==> config.mk <==
export PLATFORM = sky130hd
export DESIGN_NAME = infix_expression_evaluator
export DESIGN_NICKNAME = d
export VERILOG_FILES = /design/src/rtl/iee_pkg.sv /design/src/rtl/iee_front.sv /design/src/rtl/iee_div.sv /design/src/rtl/iee_back.sv /design/src/rtl/infix_expression_evaluator.sv
export SDC_FILE = /design/constraint.sdc
export NUM_CORES = 2
export LEC_CHECK = 0
export BUFFER_PORTS_ARGS = -buffer_cell sky130_fd_sc_hd__buf_2
export CAP_MARGIN = 20
export CELL_PAD_IN_SITES_DETAIL_PLACEMENT = 0
export CELL_PAD_IN_SITES_GLOBAL_PLACEMENT = 1
export CORE_MARGIN = 5
export CORE_UTILIZATION = 45
export CTS_CLUSTER_DIAMETER = 50
export DETAILED_ROUTE_END_ITERATION = 7
export GPL_TIMING_DRIVEN = 0
export HOLD_SLACK_MARGIN = 0.03
export PLACE_DENSITY = 0.7
export RECOVER_POWER = 50
export SYNTH_ARGS = -nofsm -noshare
export SYNTH_HDL_FRONTEND = slang
export SYNTH_SLANG_ARGS = --single-unit
==> constraint.sdc <==
create_clock -name clk -period 23.2 [get_ports clk]
set_input_delay 1.16 -clock clk [delete_from_list [all_inputs] [get_ports clk]]
set_output_delay 1.16 -clock clk [all_outputs]
set_load 0.02 [all_outputs]
==> src/rtl/iee_pkg.sv <==
// Shared types and constants of the expression evaluator.
package iee_pkg;
  localparam int OperandDepthDef  = 16;
  localparam int OperatorDepthDef = 16;

  typedef enum logic [2:0] {
    OP_ADD = 3'd0, OP_SUB = 3'd1, OP_MUL = 3'd2, OP_DIV = 3'd3, OP_OTHER = 3'd4
  } op_t;

  typedef enum logic [1:0] {
    ST_OK = 2'd0, ST_DIV0 = 2'd1, ST_MALFORMED = 2'd2, ST_OVERFLOW = 2'd3
  } status_t;

  // Kind of a classified word handed to the back end.
  typedef enum logic [1:0] {
    K_NOP = 2'd0, K_DIGIT = 2'd1, K_LETTER = 2'd2, K_OPER = 2'd3
  } kind_t;

  typedef struct packed {
    kind_t      kind;
    logic [3:0] digit;
    op_t        op;
    logic       space;
    logic       last;
  } tok_t;

  function automatic logic [1:0] rank_of(op_t c);
    logic [1:0] r;
    r = 2'd0;
    if (c == OP_ADD || c == OP_SUB) r = 2'd1;
    else if (c == OP_MUL || c == OP_DIV) r = 2'd2;
    return r;
  endfunction
endpackage

==> src/rtl/iee_front.sv <==
// Front end: accepts characters and classifies them into tokens.
module iee_front (
  input  logic           clk,
  input  logic           rst,
  input  logic [7:0]     ch,
  input  logic           last,
  input  logic           valid,
  output logic           ready,
  output iee_pkg::tok_t  tok,
  output logic           tok_valid,
  input  logic           tok_ready
);
  // Two-entry queue.
  iee_pkg::tok_t q [2];
  logic [1:0]    cnt;
  logic          rp, wp;
  iee_pkg::tok_t t;

  always_comb begin
    t = '0;
    t.last = last;
    t.kind = iee_pkg::K_NOP;
    t.op   = iee_pkg::OP_OTHER;
    if ((ch >= 8'd9 && ch <= 8'd13) || ch == 8'd32) begin
      t.space = 1'b1;
    end else if (ch >= 8'h30 && ch <= 8'h39) begin
      t.kind  = iee_pkg::K_DIGIT;
      t.digit = 4'(ch - 8'h30);
    end else if ((ch >= 8'h41 && ch <= 8'h5a) || (ch >= 8'h61 && ch <= 8'h7a)) begin
      t.kind = iee_pkg::K_LETTER;
    end else begin
      t.kind = iee_pkg::K_OPER;
      priority if (ch == 8'h2b) t.op = iee_pkg::OP_ADD;
      else if (ch == 8'h2d) t.op = iee_pkg::OP_SUB;
      else if (ch == 8'h2a) t.op = iee_pkg::OP_MUL;
      else if (ch == 8'h2f) t.op = iee_pkg::OP_DIV;
      else t.op = iee_pkg::OP_OTHER;
    end
  end

  assign ready     = cnt != 2'd2;
  assign tok_valid = cnt != 2'd0;
  assign tok       = q[rp];

  always_ff @(posedge clk) begin
    if (valid && ready) q[wp] <= t;
    if (rst) begin
      cnt <= '0; rp <= 1'b0; wp <= 1'b0;
    end else begin
      if (valid && ready) wp <= ~wp;
      if (tok_valid && tok_ready) rp <= ~rp;
      cnt <= cnt + 2'(valid && ready) - 2'(tok_valid && tok_ready);
    end
  end
endmodule

==> src/rtl/iee_div.sv <==
// Iterative 32-bit unsigned divider, one quotient bit per cycle.
module iee_div (
  input  logic        clk,
  input  logic        rst,
  input  logic        start,
  input  logic [31:0] a,
  input  logic [31:0] b,
  output logic        done,
  output logic [31:0] q
);
  logic [31:0] rem, quo, dvs;
  logic [5:0]  n;
  logic        busy;
  logic [32:0] trial;

  assign trial = {rem[31:0], quo[31]} - {1'b0, dvs};
  assign q     = quo;

  always_ff @(posedge clk) begin
    if (rst) begin
      busy <= 1'b0; done <= 1'b0; n <= '0;
    end else begin
      done <= 1'b0;
      if (start) begin
        busy <= 1'b1; n <= 6'd32; rem <= '0; quo <= a; dvs <= b;
      end else if (busy) begin
        if (!trial[32]) begin
          rem <= trial[31:0]; quo <= {quo[30:0], 1'b1};
        end else begin
          rem <= {rem[30:0], quo[31]}; quo <= {quo[30:0], 1'b0};
        end
        n <= n - 6'd1;
        if (n == 6'd1) begin
          busy <= 1'b0; done <= 1'b1;
        end
      end
    end
  end
endmodule

==> src/rtl/iee_back.sv <==
// Back end: stack machine that carries out the tokens.
module iee_back #(
  parameter int OPERAND_DEPTH  = iee_pkg::OperandDepthDef,
  parameter int OPERATOR_DEPTH = iee_pkg::OperatorDepthDef
) (
  input  logic                clk,
  input  logic                rst,
  input  iee_pkg::tok_t       tok,
  input  logic                tok_valid,
  output logic                tok_ready,
  output logic signed [31:0]  value,
  output logic [1:0]          status,
  output logic                valid,
  input  logic                ready
);
  localparam int AW = $clog2(OPERAND_DEPTH + 1);
  localparam int OW = $clog2(OPERATOR_DEPTH + 1);
  localparam int AI = (OPERAND_DEPTH > 1) ? $clog2(OPERAND_DEPTH) : 1;
  localparam int OI = (OPERATOR_DEPTH > 1) ? $clog2(OPERATOR_DEPTH) : 1;

  typedef enum logic [9:0] {
    S_IDLE   = 10'b0000000001,
    S_TOKEN  = 10'b0000000010,
    S_PUSH   = 10'b0000000100,
    S_RCHK   = 10'b0000001000,
    S_RRD    = 10'b0000010000,
    S_RMUL   = 10'b0000100000,
    S_RDIV   = 10'b0001000000,
    S_OPUSH  = 10'b0010000000,
    S_FINAL  = 10'b0100000000,
    S_OUT    = 10'b1000000000
  } state_t;

  state_t state;
  logic [31:0] astk [OPERAND_DEPTH];
  iee_pkg::op_t ostk [OPERATOR_DEPTH];
  logic [AW-1:0] acnt;
  logic [OW-1:0] ocnt;
  logic [31:0] pend, pv, ra, rb, prod;
  logic [1:0]  mode, err;
  iee_pkg::tok_t cur;
  iee_pkg::op_t  rop;
  logic [31:0] pend_next;
  logic        dstart, ddone, neg;
  logic [31:0] dq, ua, ub;

  assign pend_next = 32'(pend * 32'd10) + {28'd0, cur.digit};
  assign ua = ra[31] ? -ra : ra;
  assign ub = rb[31] ? -rb : rb;

  iee_div u_div (.clk, .rst, .start(dstart), .a(ua), .b(ub), .done(ddone), .q(dq));

  assign tok_ready = state == S_IDLE;
  assign valid     = state == S_OUT;

  always_ff @(posedge clk) begin
    dstart <= 1'b0;
    if (rst) begin
      state <= S_IDLE; acnt <= '0; ocnt <= '0; pend <= '0; mode <= '0; err <= '0;
    end else begin
      unique case (state)
        S_IDLE: if (tok_valid) begin
          cur <= tok; state <= S_TOKEN;
        end
        S_TOKEN: begin
          state <= cur.last ? S_FINAL : S_IDLE;
          if (err == 2'd0) begin
            if (cur.space || cur.kind == iee_pkg::K_OPER) begin
              if (mode != 2'd0) begin
                pv <= pend; state <= S_PUSH;
              end else if (cur.kind == iee_pkg::K_OPER) state <= S_RCHK;
              mode <= 2'd0; pend <= '0;
            end else if (cur.kind == iee_pkg::K_DIGIT) begin
              if (mode == 2'd2) begin
                pv <= pend; state <= S_PUSH;
              end else begin
                pend <= pend_next; mode <= 2'd1;
              end
            end else if (cur.kind == iee_pkg::K_LETTER) begin
              if (mode != 2'd0) mode <= 2'd2;
              else begin
                pv <= 32'd1; state <= S_PUSH;
              end
            end
          end
        end
        S_PUSH: begin
          if (err == 2'd0) begin
            if (acnt >= AW'(OPERAND_DEPTH)) err <= iee_pkg::ST_OVERFLOW;
            else begin
              astk[acnt[AI-1:0]] <= pv; acnt <= acnt + AW'(1);
            end
          end
          // Digit after letters: the push was the old literal; start a new one.
          if (cur.kind == iee_pkg::K_DIGIT && !cur.space) begin
            pend <= {28'd0, cur.digit}; mode <= 2'd1;
            state <= cur.last ? S_FINAL : S_IDLE;
          end else if (cur.kind == iee_pkg::K_OPER) state <= S_RCHK;
          else state <= cur.last ? S_FINAL : S_IDLE;
        end
        S_RCHK: begin
          if (err != 2'd0) state <= cur.last ? S_FINAL : S_IDLE;
          else if (ocnt != '0 &&
                   iee_pkg::rank_of(ostk[OI'(ocnt - OW'(1))]) >= iee_pkg::rank_of(cur.op))
            state <= S_RRD;
          else state <= S_OPUSH;
        end
        S_RRD: begin
          if (acnt < AW'(2) || ocnt == '0) begin
            err <= iee_pkg::ST_MALFORMED;
            state <= cur.kind == iee_pkg::K_OPER ? S_RCHK : S_FINAL;
          end else begin
            rb  <= astk[AI'(acnt - AW'(1))];
            ra  <= astk[AI'(acnt - AW'(2))];
            rop <= ostk[OI'(ocnt - OW'(1))];
            acnt <= acnt - AW'(2); ocnt <= ocnt - OW'(1);
            state <= S_RMUL;
          end
        end
        S_RMUL: begin
          unique case (rop)
            iee_pkg::OP_ADD: begin pv <= ra + rb; state <= S_PUSH; end
            iee_pkg::OP_SUB: begin pv <= ra - rb; state <= S_PUSH; end
            iee_pkg::OP_MUL: begin prod <= ra * rb; state <= S_RDIV; end
            iee_pkg::OP_DIV: begin
              if (rb == '0) begin
                err <= iee_pkg::ST_DIV0;
                state <= cur.kind == iee_pkg::K_OPER ? S_RCHK : S_FINAL;
              end else begin
                dstart <= 1'b1; neg <= ra[31] ^ rb[31]; state <= S_RDIV;
              end
            end
            default: begin pv <= '0; state <= S_PUSH; end
          endcase
        end
        S_RDIV: begin
          if (rop == iee_pkg::OP_MUL) begin
            pv <= prod; state <= S_PUSH;
          end else if (ddone) begin
            pv <= neg ? -dq : dq; state <= S_PUSH;
          end
        end
        S_OPUSH: begin
          if (ocnt >= OW'(OPERATOR_DEPTH)) err <= iee_pkg::ST_OVERFLOW;
          else begin
            ostk[ocnt[OI-1:0]] <= cur.op; ocnt <= ocnt + OW'(1);
          end
          state <= cur.last ? S_FINAL : S_IDLE;
        end
        S_FINAL: begin
          // Reductions re-enter here via S_PUSH with a non-operator token.
          cur.kind <= iee_pkg::K_NOP; cur.space <= 1'b0; cur.last <= 1'b1;
          if (err == 2'd0 && mode != 2'd0) begin
            pv <= pend; mode <= 2'd0; pend <= '0; state <= S_PUSH;
          end else if (err == 2'd0 && ocnt != '0) state <= S_RRD;
          else begin
            if (err == 2'd0 && acnt == '0) begin
              status <= iee_pkg::ST_MALFORMED; value <= '0;
            end else if (err != 2'd0) begin
              status <= err; value <= '0;
            end else begin
              status <= iee_pkg::ST_OK; value <= astk[AI'(acnt - AW'(1))];
            end
            state <= S_OUT;
          end
        end
        S_OUT: if (ready) begin
          state <= S_IDLE; acnt <= '0; ocnt <= '0; pend <= '0; mode <= '0; err <= '0;
        end
        default: state <= S_IDLE;
      endcase
    end
  end
endmodule

==> src/rtl/infix_expression_evaluator.sv <==
// Top level of the infix expression evaluator.
// Usage:
//   Input channel: ch (ASCII byte) and last, handshake valid_in/ready_in.
//   Output channel: value and status, handshake valid/ready, one word per
//   expression, produced after the word marked last.
//   A two-entry queue parts the character classifier from the stack machine.
//   Each character passes S_IDLE and S_TOKEN; a literal push adds S_PUSH.
//   An operator reduction runs S_RRD, S_RMUL and S_PUSH; a multiply adds
//   S_RDIV, and a division waits there for the bit-serial divider. The final
//   flush adds one reduction per stacked operator, then forms the result in S_FINAL.
//   Reset clears all counters and state; the stacks need no clearing.
//   While the receiver stalls, the result is held and the machine waits;
//   the front queue keeps taking characters until it holds two.
module infix_expression_evaluator #(
  parameter int OPERAND_DEPTH  = iee_pkg::OperandDepthDef,
  parameter int OPERATOR_DEPTH = iee_pkg::OperatorDepthDef
) (
  input  logic               clk,
  input  logic               rst,
  input  logic [7:0]         ch,
  input  logic               last,
  input  logic               valid_in,
  output logic               ready_in,
  output logic signed [31:0] value,
  output logic [1:0]         status,
  output logic               valid,
  input  logic               ready
);
  iee_pkg::tok_t tok;
  logic tok_valid, tok_ready;

  iee_front u_front (.clk, .rst, .ch, .last, .valid(valid_in), .ready(ready_in),
                     .tok, .tok_valid, .tok_ready);

  iee_back #(.OPERAND_DEPTH(OPERAND_DEPTH), .OPERATOR_DEPTH(OPERATOR_DEPTH)) u_back (
    .clk, .rst, .tok, .tok_valid, .tok_ready, .value, .status, .valid, .ready);
endmodule

Yosys cells after proc, flatten, opt, wreduce, memory -nomap -nowiden
Memories as Yosys holds them, arrays and structs flattened. A register that Yosys moved wholly into a read port is not among the register bits.
Cells that the tools add are included.
{"block": "totals", "ramBits": 582, "output_inout_bits": 36, "reg_bits": 310, "input_bits": 13, "memories": 3}
{"memory": "u_back.astk", "words": 16, "word_bits": 32, "read_ports": 2, "rd_clocked_by_memory_dff": 1, "write_ports": 1, "line": "iee_back.sv:35", "rtl": "logic [31:0] astk [OPERAND_DEPTH];"}
{"memory": "u_back.ostk", "words": 16, "word_bits": 3, "read_ports": 1, "rd_clocked_by_memory_dff": 0, "write_ports": 1, "line": "iee_back.sv:36", "rtl": "iee_pkg::op_t ostk [OPERATOR_DEPTH];"}
{"memory": "u_front.q", "words": 2, "word_bits": 11, "read_ports": 1, "rd_clocked_by_memory_dff": 1, "write_ports": 1, "line": "iee_front.sv:14", "rtl": "iee_pkg::tok_t q [2];"}
{"block": "classes", "n_mux": 121, "n_eq_ne": 54, "multipliers": 2, "addsub": 16, "magnitude_cmp": 12, "n_reduce_logical": 59, "bitwise_logic": 12}
{"operator": "32-bit 2-to-1 mux", "count": 23}
{"operator": "32-bit case mux with 4 select lines", "count": 2}
{"operator": "10-bit 2-to-1 mux", "count": 18}
{"operator": "10-bit case mux with 10 select lines", "count": 1}
{"operator": "32-bit negation", "count": 3}
{"operator": "32-bit case mux with 3 select lines", "count": 1}
{"operator": "2-bit 2-to-1 mux", "count": 27}
{"operator": "8-bit by 6-bit equality test with 1-bit output (second input constant)", "count": 5}
{"operator": "33-bit by 32-bit subtractor with 33-bit output", "count": 1}
{"operator": "32-bit adder", "count": 1}
{"operator": "32-bit by 4-bit adder with 32-bit output", "count": 1}
{"operator": "32-bit logical NOT", "count": 1}
{"operator": "32-bit by 3-bit multiplier with 31-bit output (second input constant)", "count": 1}
{"operator": "32-bit by 32-bit multiplier with 32-bit output", "count": 1}
{"operator": "32-bit subtractor", "count": 1}
{"operator": "31-bit 2-to-1 mux", "count": 1}
{"operator": "5-bit 2-to-1 mux", "count": 6}
{"operator": "5-bit case mux with 3 select lines", "count": 2}
{"operator": "9-bit 2-to-1 mux", "count": 3}
{"operator": "2-bit by 1-bit != test with 1-bit output (second input constant)", "count": 11}
{"operator": "1-bit 2-to-1 mux", "count": 21}
{"operator": "10-bit case mux with 2 select lines", "count": 1}
{"operator": "3-bit by 2-bit equality test with 1-bit output (second input constant)", "count": 6}
{"operator": "3-bit 2-to-1 mux", "count": 6}
{"operator": "other kinds (65)", "count": 132}

Logic depth before layout (Yosys ltp)
An unclocked memory read counts as a cell.
{"block": "depth", "depth_word": 14, "ltp_mapped": 30, "mapped_depth_nobuf": 28}

Modules after synthesis
A second synthesis with hierarchy kept.
{"block": "hier_totals", "cells_unflattened": 5049, "area_unflattened_um2": 63374.5}
{"module": "iee_back", "seq_area_each_um2": 23272.3, "area_per_inst_um2": 56357.8, "instances": 1, "cells_each": 4468}
{"module": "iee_div", "seq_area_each_um2": 3042.9, "area_per_inst_um2": 5804.3, "instances": 1, "cells_each": 494}
{"module": "iee_front", "seq_area_each_um2": 760.7, "area_per_inst_um2": 1212.4, "instances": 1, "cells_each": 87}

Least setup slack after synthesis
No wires, ideal clock.
{"block": "synth_path", "kind": "register -> register", "from": "register u_back.rb[6], read port of u_back.astk", "to": "register u_back.prod[31] (data pin)", "stages_incl_launch_ff": 29, "arrival_time_ns": 7.399, "n_path_buf": 2, "required_time_ns": 22.940, "setup_slack_ns": 15.541, "cell_sequence": "edfxtp_1 -> clkbuf_1 -> clkbuf_1 -> and2_1 -> fa_1 -> fa_1 -> fa_1 -> inv_1 -> fa_1 -> inv_1 -> fa_1 -> inv_1 -> fa_1 -> inv_1 -> fa_1 -> inv_1 -> fa_1 -> inv_1 -> ha_1 -> o21a_1 -> o211ai_1 -> nor2_1 -> nor4_1 -> o21ai_0 -> a41o_1 -> o41ai_1 -> o22ai_1 -> o22ai_1 -> xnor2_1"}
{"block": "synth_via", "elab_chain_cells": 1}
{"element": "start, declared", "line": "iee_back.sv:39", "rtl": "logic [31:0] pend, pv, ra, rb, prod;"}
{"element": "32-bit by 32-bit multiplier with 32-bit output", "line": "iee_back.sv:124", "rtl": "iee_pkg::OP_MUL: begin prod <= ra * rb; state <= S_RDIV; end"}
{"element": "end signal, assigned", "line": "iee_back.sv:124"}
{"element": "end, declared", "line": "iee_back.sv:39"}
No other way between the ends.
A chain may end at the register's enable or synchronous reset.

Final worst setup path
{"block": "layout_path", "from": "register u_back.ra[7], read port of u_back.astk", "to": "register u_back.prod[29] (data pin)"}
{"block": "layout_via", "elab_chain_cells": 1}
{"element": "start, declared", "line": "iee_back.sv:39"}
{"element": "32-bit by 32-bit multiplier with 32-bit output", "line": "iee_back.sv:124"}
No other way between the ends.

==> impl_metrics.json <==
{
  "cp_max_fo": 10,
  "placed_area_mm2": 0.0676,
  "final.setup_skew_ps": 81.8,
  "fp-row-count": 138,
  "synth-main-ff-cell": "edfxtp_1",
  "postSynth.asyncResetShare": 0,
  "worst_r2r_path_depth": 28,
  "worst_skew_pair.late_latency_ps": 760,
  "cts_buffer_depth": 3,
  "die_h_um": 387,
  "timing.slew.headroom": -0.857,
  "worstHoldPathType": "reg2reg",
  "design.portCount": 49,
  "vias": 43714,
  "reg2reg_slack_ps": 13350,
  "end_kind": "register",
  "dpl.hpwl_mm": 155,
  "start_util": 0.452,
  "hold_buffers": 0,
  "antenna_violating_nets_post_route": 0,
  "synth_top_cells_by_area": "edfxtp_1 40%, fa_1 13%, mux4_2 12%",
  "grt_usage": 0.270,
  "r2r_end": "u_back.prod[29]",
  "final_core_util": 0.501,
  "number_of_cts_inserted_buffers": 98,
  "criticalPathCategory": "reg2reg",
  "post_cts.repair.setup_buffers": 0,
  "power_leakage_nw": 26.2,
  "number_of_antenna_violations_at_the_first_check_in_global_routing": 9,
  "rsz0062_at_grt": "no",
  "vias_per_cell": 5.94,
  "synthDominantCellAreaShare": 0.402,
  "violations_in_the_final_reports": "max-capacitance violations, max-slew violations",
  "ys_seq_area_frac": 0.424,
  "layout.cells.most_common": "edfxtp_1",
  "cts.sinks": 925,
  "core_area_mm2": 0.141,
  "clk_transition_reported_paths_ps": 70,
  "path_delay_family": "adder cells",
  "critPathLaunchType": "register",
  "maximum_vdd_ir_drop_mv": 0.0674,
  "synth_top_area_cell": "edfxtp_1",
  "max_stage_delay_ps": 800,
  "total_routed_length_mm": 204,
  "period_needed_ps": 9850,
  "critical_path.slowest_cell": "clkbuf_1",
  "cts-root-buf": "clkbuf_16",
  "timing.final.hold_violations": 0,
  "layout-drive-gt1-share": 0.117,
  "final.setup.tns_ps": 0,
  "mappedNetlistNets": 5862,
  "design_power_total_mw": 3.52,
  "status": "finished, violations left",
  "clock_tree_from_tritoncts": "done",
  "cell_count_after_synthesis": 5167,
  "maximum_capacitance_violations": 3,
  "timing.fmax_mhz": 102,
  "crit_buf_inv": 9,
  "worstHoldEndpoint": "u_back.pend[31]",
  "largest_reg_flops": 512,
  "finalSetupViolations": 0,
  "timing_worst_slew_pin_value_ps": 2780,
  "chipWidth_um": 387,
  "number_of_detailed_routing_iterations_run_before_antenna_repair": 5,
  "io_buffers": 47,
  "hold-path-cell-count": 2,
  "yosysUniqueCellTypes": 100,
  "layout.filler_cells": 12554,
  "power_density_mw_per_mm2": 49.7,
  "ctsHtreeMaxLevel": 3,
  "nNetsFinal": 6081,
  "synthesized_area_per_cell_um2": 12.3,
  "initialDrtViolationCount": 4792,
  "post_drt_wl_per_cell_um": 27.8,
  "reg2reg_from": "u_back.ra[7]",
  "globalRouteOverflowTotal": 0,
  "final_min_period_over_clock_period": 0.425,
  "worstPathArrival_ps": 10270,
  "gpl.final_weighted_congestion": 0.949,
  "die_outline_area_mm2": 0.149,
  "design_area_mm2": 0.0708,
  "remaining_drc_errors": 0,
  "worst_ep_required_time_ps": 23610,
  "hold_path.startpoint": "u_back.pend[31]",
  "post_cts.resized_instances": 0,
  "report.final.slew_viol_count": 82,
  "yosysWarnings": 0,
  "crit_path_frequent_cell": "fa_1",
  "synth_edf_count": 855,
  "grt_first_pass_wirelength_mm": 297,
  "synthesis.area_mm2": 0.0638,
  "grt_max_degree": 38,
  "first_global_vias": 43254,
  "layout_common_cells": "855 x edfxtp_1, 509 x inv_1, 453 x nand2_1",
  "area_delta_synth_final_pct": 11.0,
  "synth_seq_cells": 925
}
[worst max path at each step]
stage,from,end,depth (start not counted)
detailed placement,u_back.ra[2],u_back.prod[29],25
CTS,u_back.ra[2],u_back.prod[29],25
global route,u_back.ra[7],u_back.prod[29],28
finish,u_back.ra[7],u_back.prod[29],28
global placement,u_back.ra[2],u_back.prod[29],25
floorplan,u_back.rb[6],u_back.prod[31],28
[tightest hold or removal path, stage by stage (launching register included)]
cell,delay (ps)
dfxtp_1,310
nand2_1,50
nand2_1,40
[report_power, final]
part / switching, mW / internal (mW) / total [mW]
logic: 0.0741 / 0.0377 / 0.112
registers: 0.0185 / 1.82 / 1.84
clock network: 0.700 / 0.865 / 1.57
total: 0.792 / 2.73 / 3.52
[stage by stage]
| step | worst slack (ps) | cells | hold WS, ps |
|---|---|---|---|
| 4_1_cts | 12970 | 7346 | 456 |
| 2_1_floorplan | 15540 | 5167 | 416 |
| 3_5_place_dp | 12970 | 7164 | 450 |
| 6_report | 13350 | 7362 | 451 |
| 3_3_place_gp | 13060 | 7104 | 446 |
| 5_1_grt | 13040 | 7358 | 483 |
[synth_stat cells, drive strengths merged (8+ instances only)]
library cell / n
mux2i: 37
xor2: 128
a31oi: 9
nor3b: 11
or2: 17
nor2: 281
o211ai: 11
clkbuf: 243
ha: 270
o21ai: 169
a21oi: 155
nor3: 64
fa: 412
and2: 325
a21boi: 11
o21a: 30
or4: 13
dfxtp: 70
xnor2: 172
mux4: 334
o31ai: 43
nand2: 453
nand3b: 8
buf: 47
mux2: 12
edfxtp: 855
a211o: 12
nand2b: 47
nand3: 48
nor2b: 26
or3: 33
a21o: 50
o41ai: 9
and3: 21
a211oi: 27
o21bai: 14
nand4: 13
inv: 509
a22oi: 41
nor4: 32
o22ai: 8
[logic make-up (layout without fill, tap and decap cells)]
| group | after synthesis | in the layout | share of synthesized area |
|---|---|---|---|
| buffers and inverters | 799 | 1100 | 0.0477 |
| AO/OA/AOI/OAI | 657 | 657 | 0.0678 |
| adder cells (fa/ha/maj) | 682 | 682 | 0.182 |
| AND/OR/NAND/NOR | 1421 | 1421 | 0.111 |
| XOR/XNOR | 300 | 300 | 0.0412 |
| other | 0 | 4 | 0 |
| multiplexers | 383 | 383 | 0.126 |
| flip-flops | 925 | 925 | 0.424 |
[per-layer routing]
metal / part of all wire / vias to the layer above / track usage
met1: 0.41 / 22400 / 0.375
met2: 0.46 / 2088 / 0.423
met4: 0.042 / 4 / 0.0961
met5: 0.00028 / - / 0
met3: 0.094 / 370 / 0.0579
li1: - / 18852 / -
[layout make-up]
class / count / area [um2] / area share
clock buffers: 116 / 2550 / 0.0360
well taps: 1890 / 2360 / 0.0334
inverters: 509 / 1910 / 0.0270
clock inverters: 66 / 668 / 0.00943
flip-flops and latches: 925 / 27100 / 0.382
multi-input cells: 3443 / 33800 / 0.477
repair buffers: 119 / 1300 / 0.0184
diodes: 4 / 10.0 / 0.000141
plain buffers: 290 / 1130 / 0.0160
(Power assumes the default switching activity.)
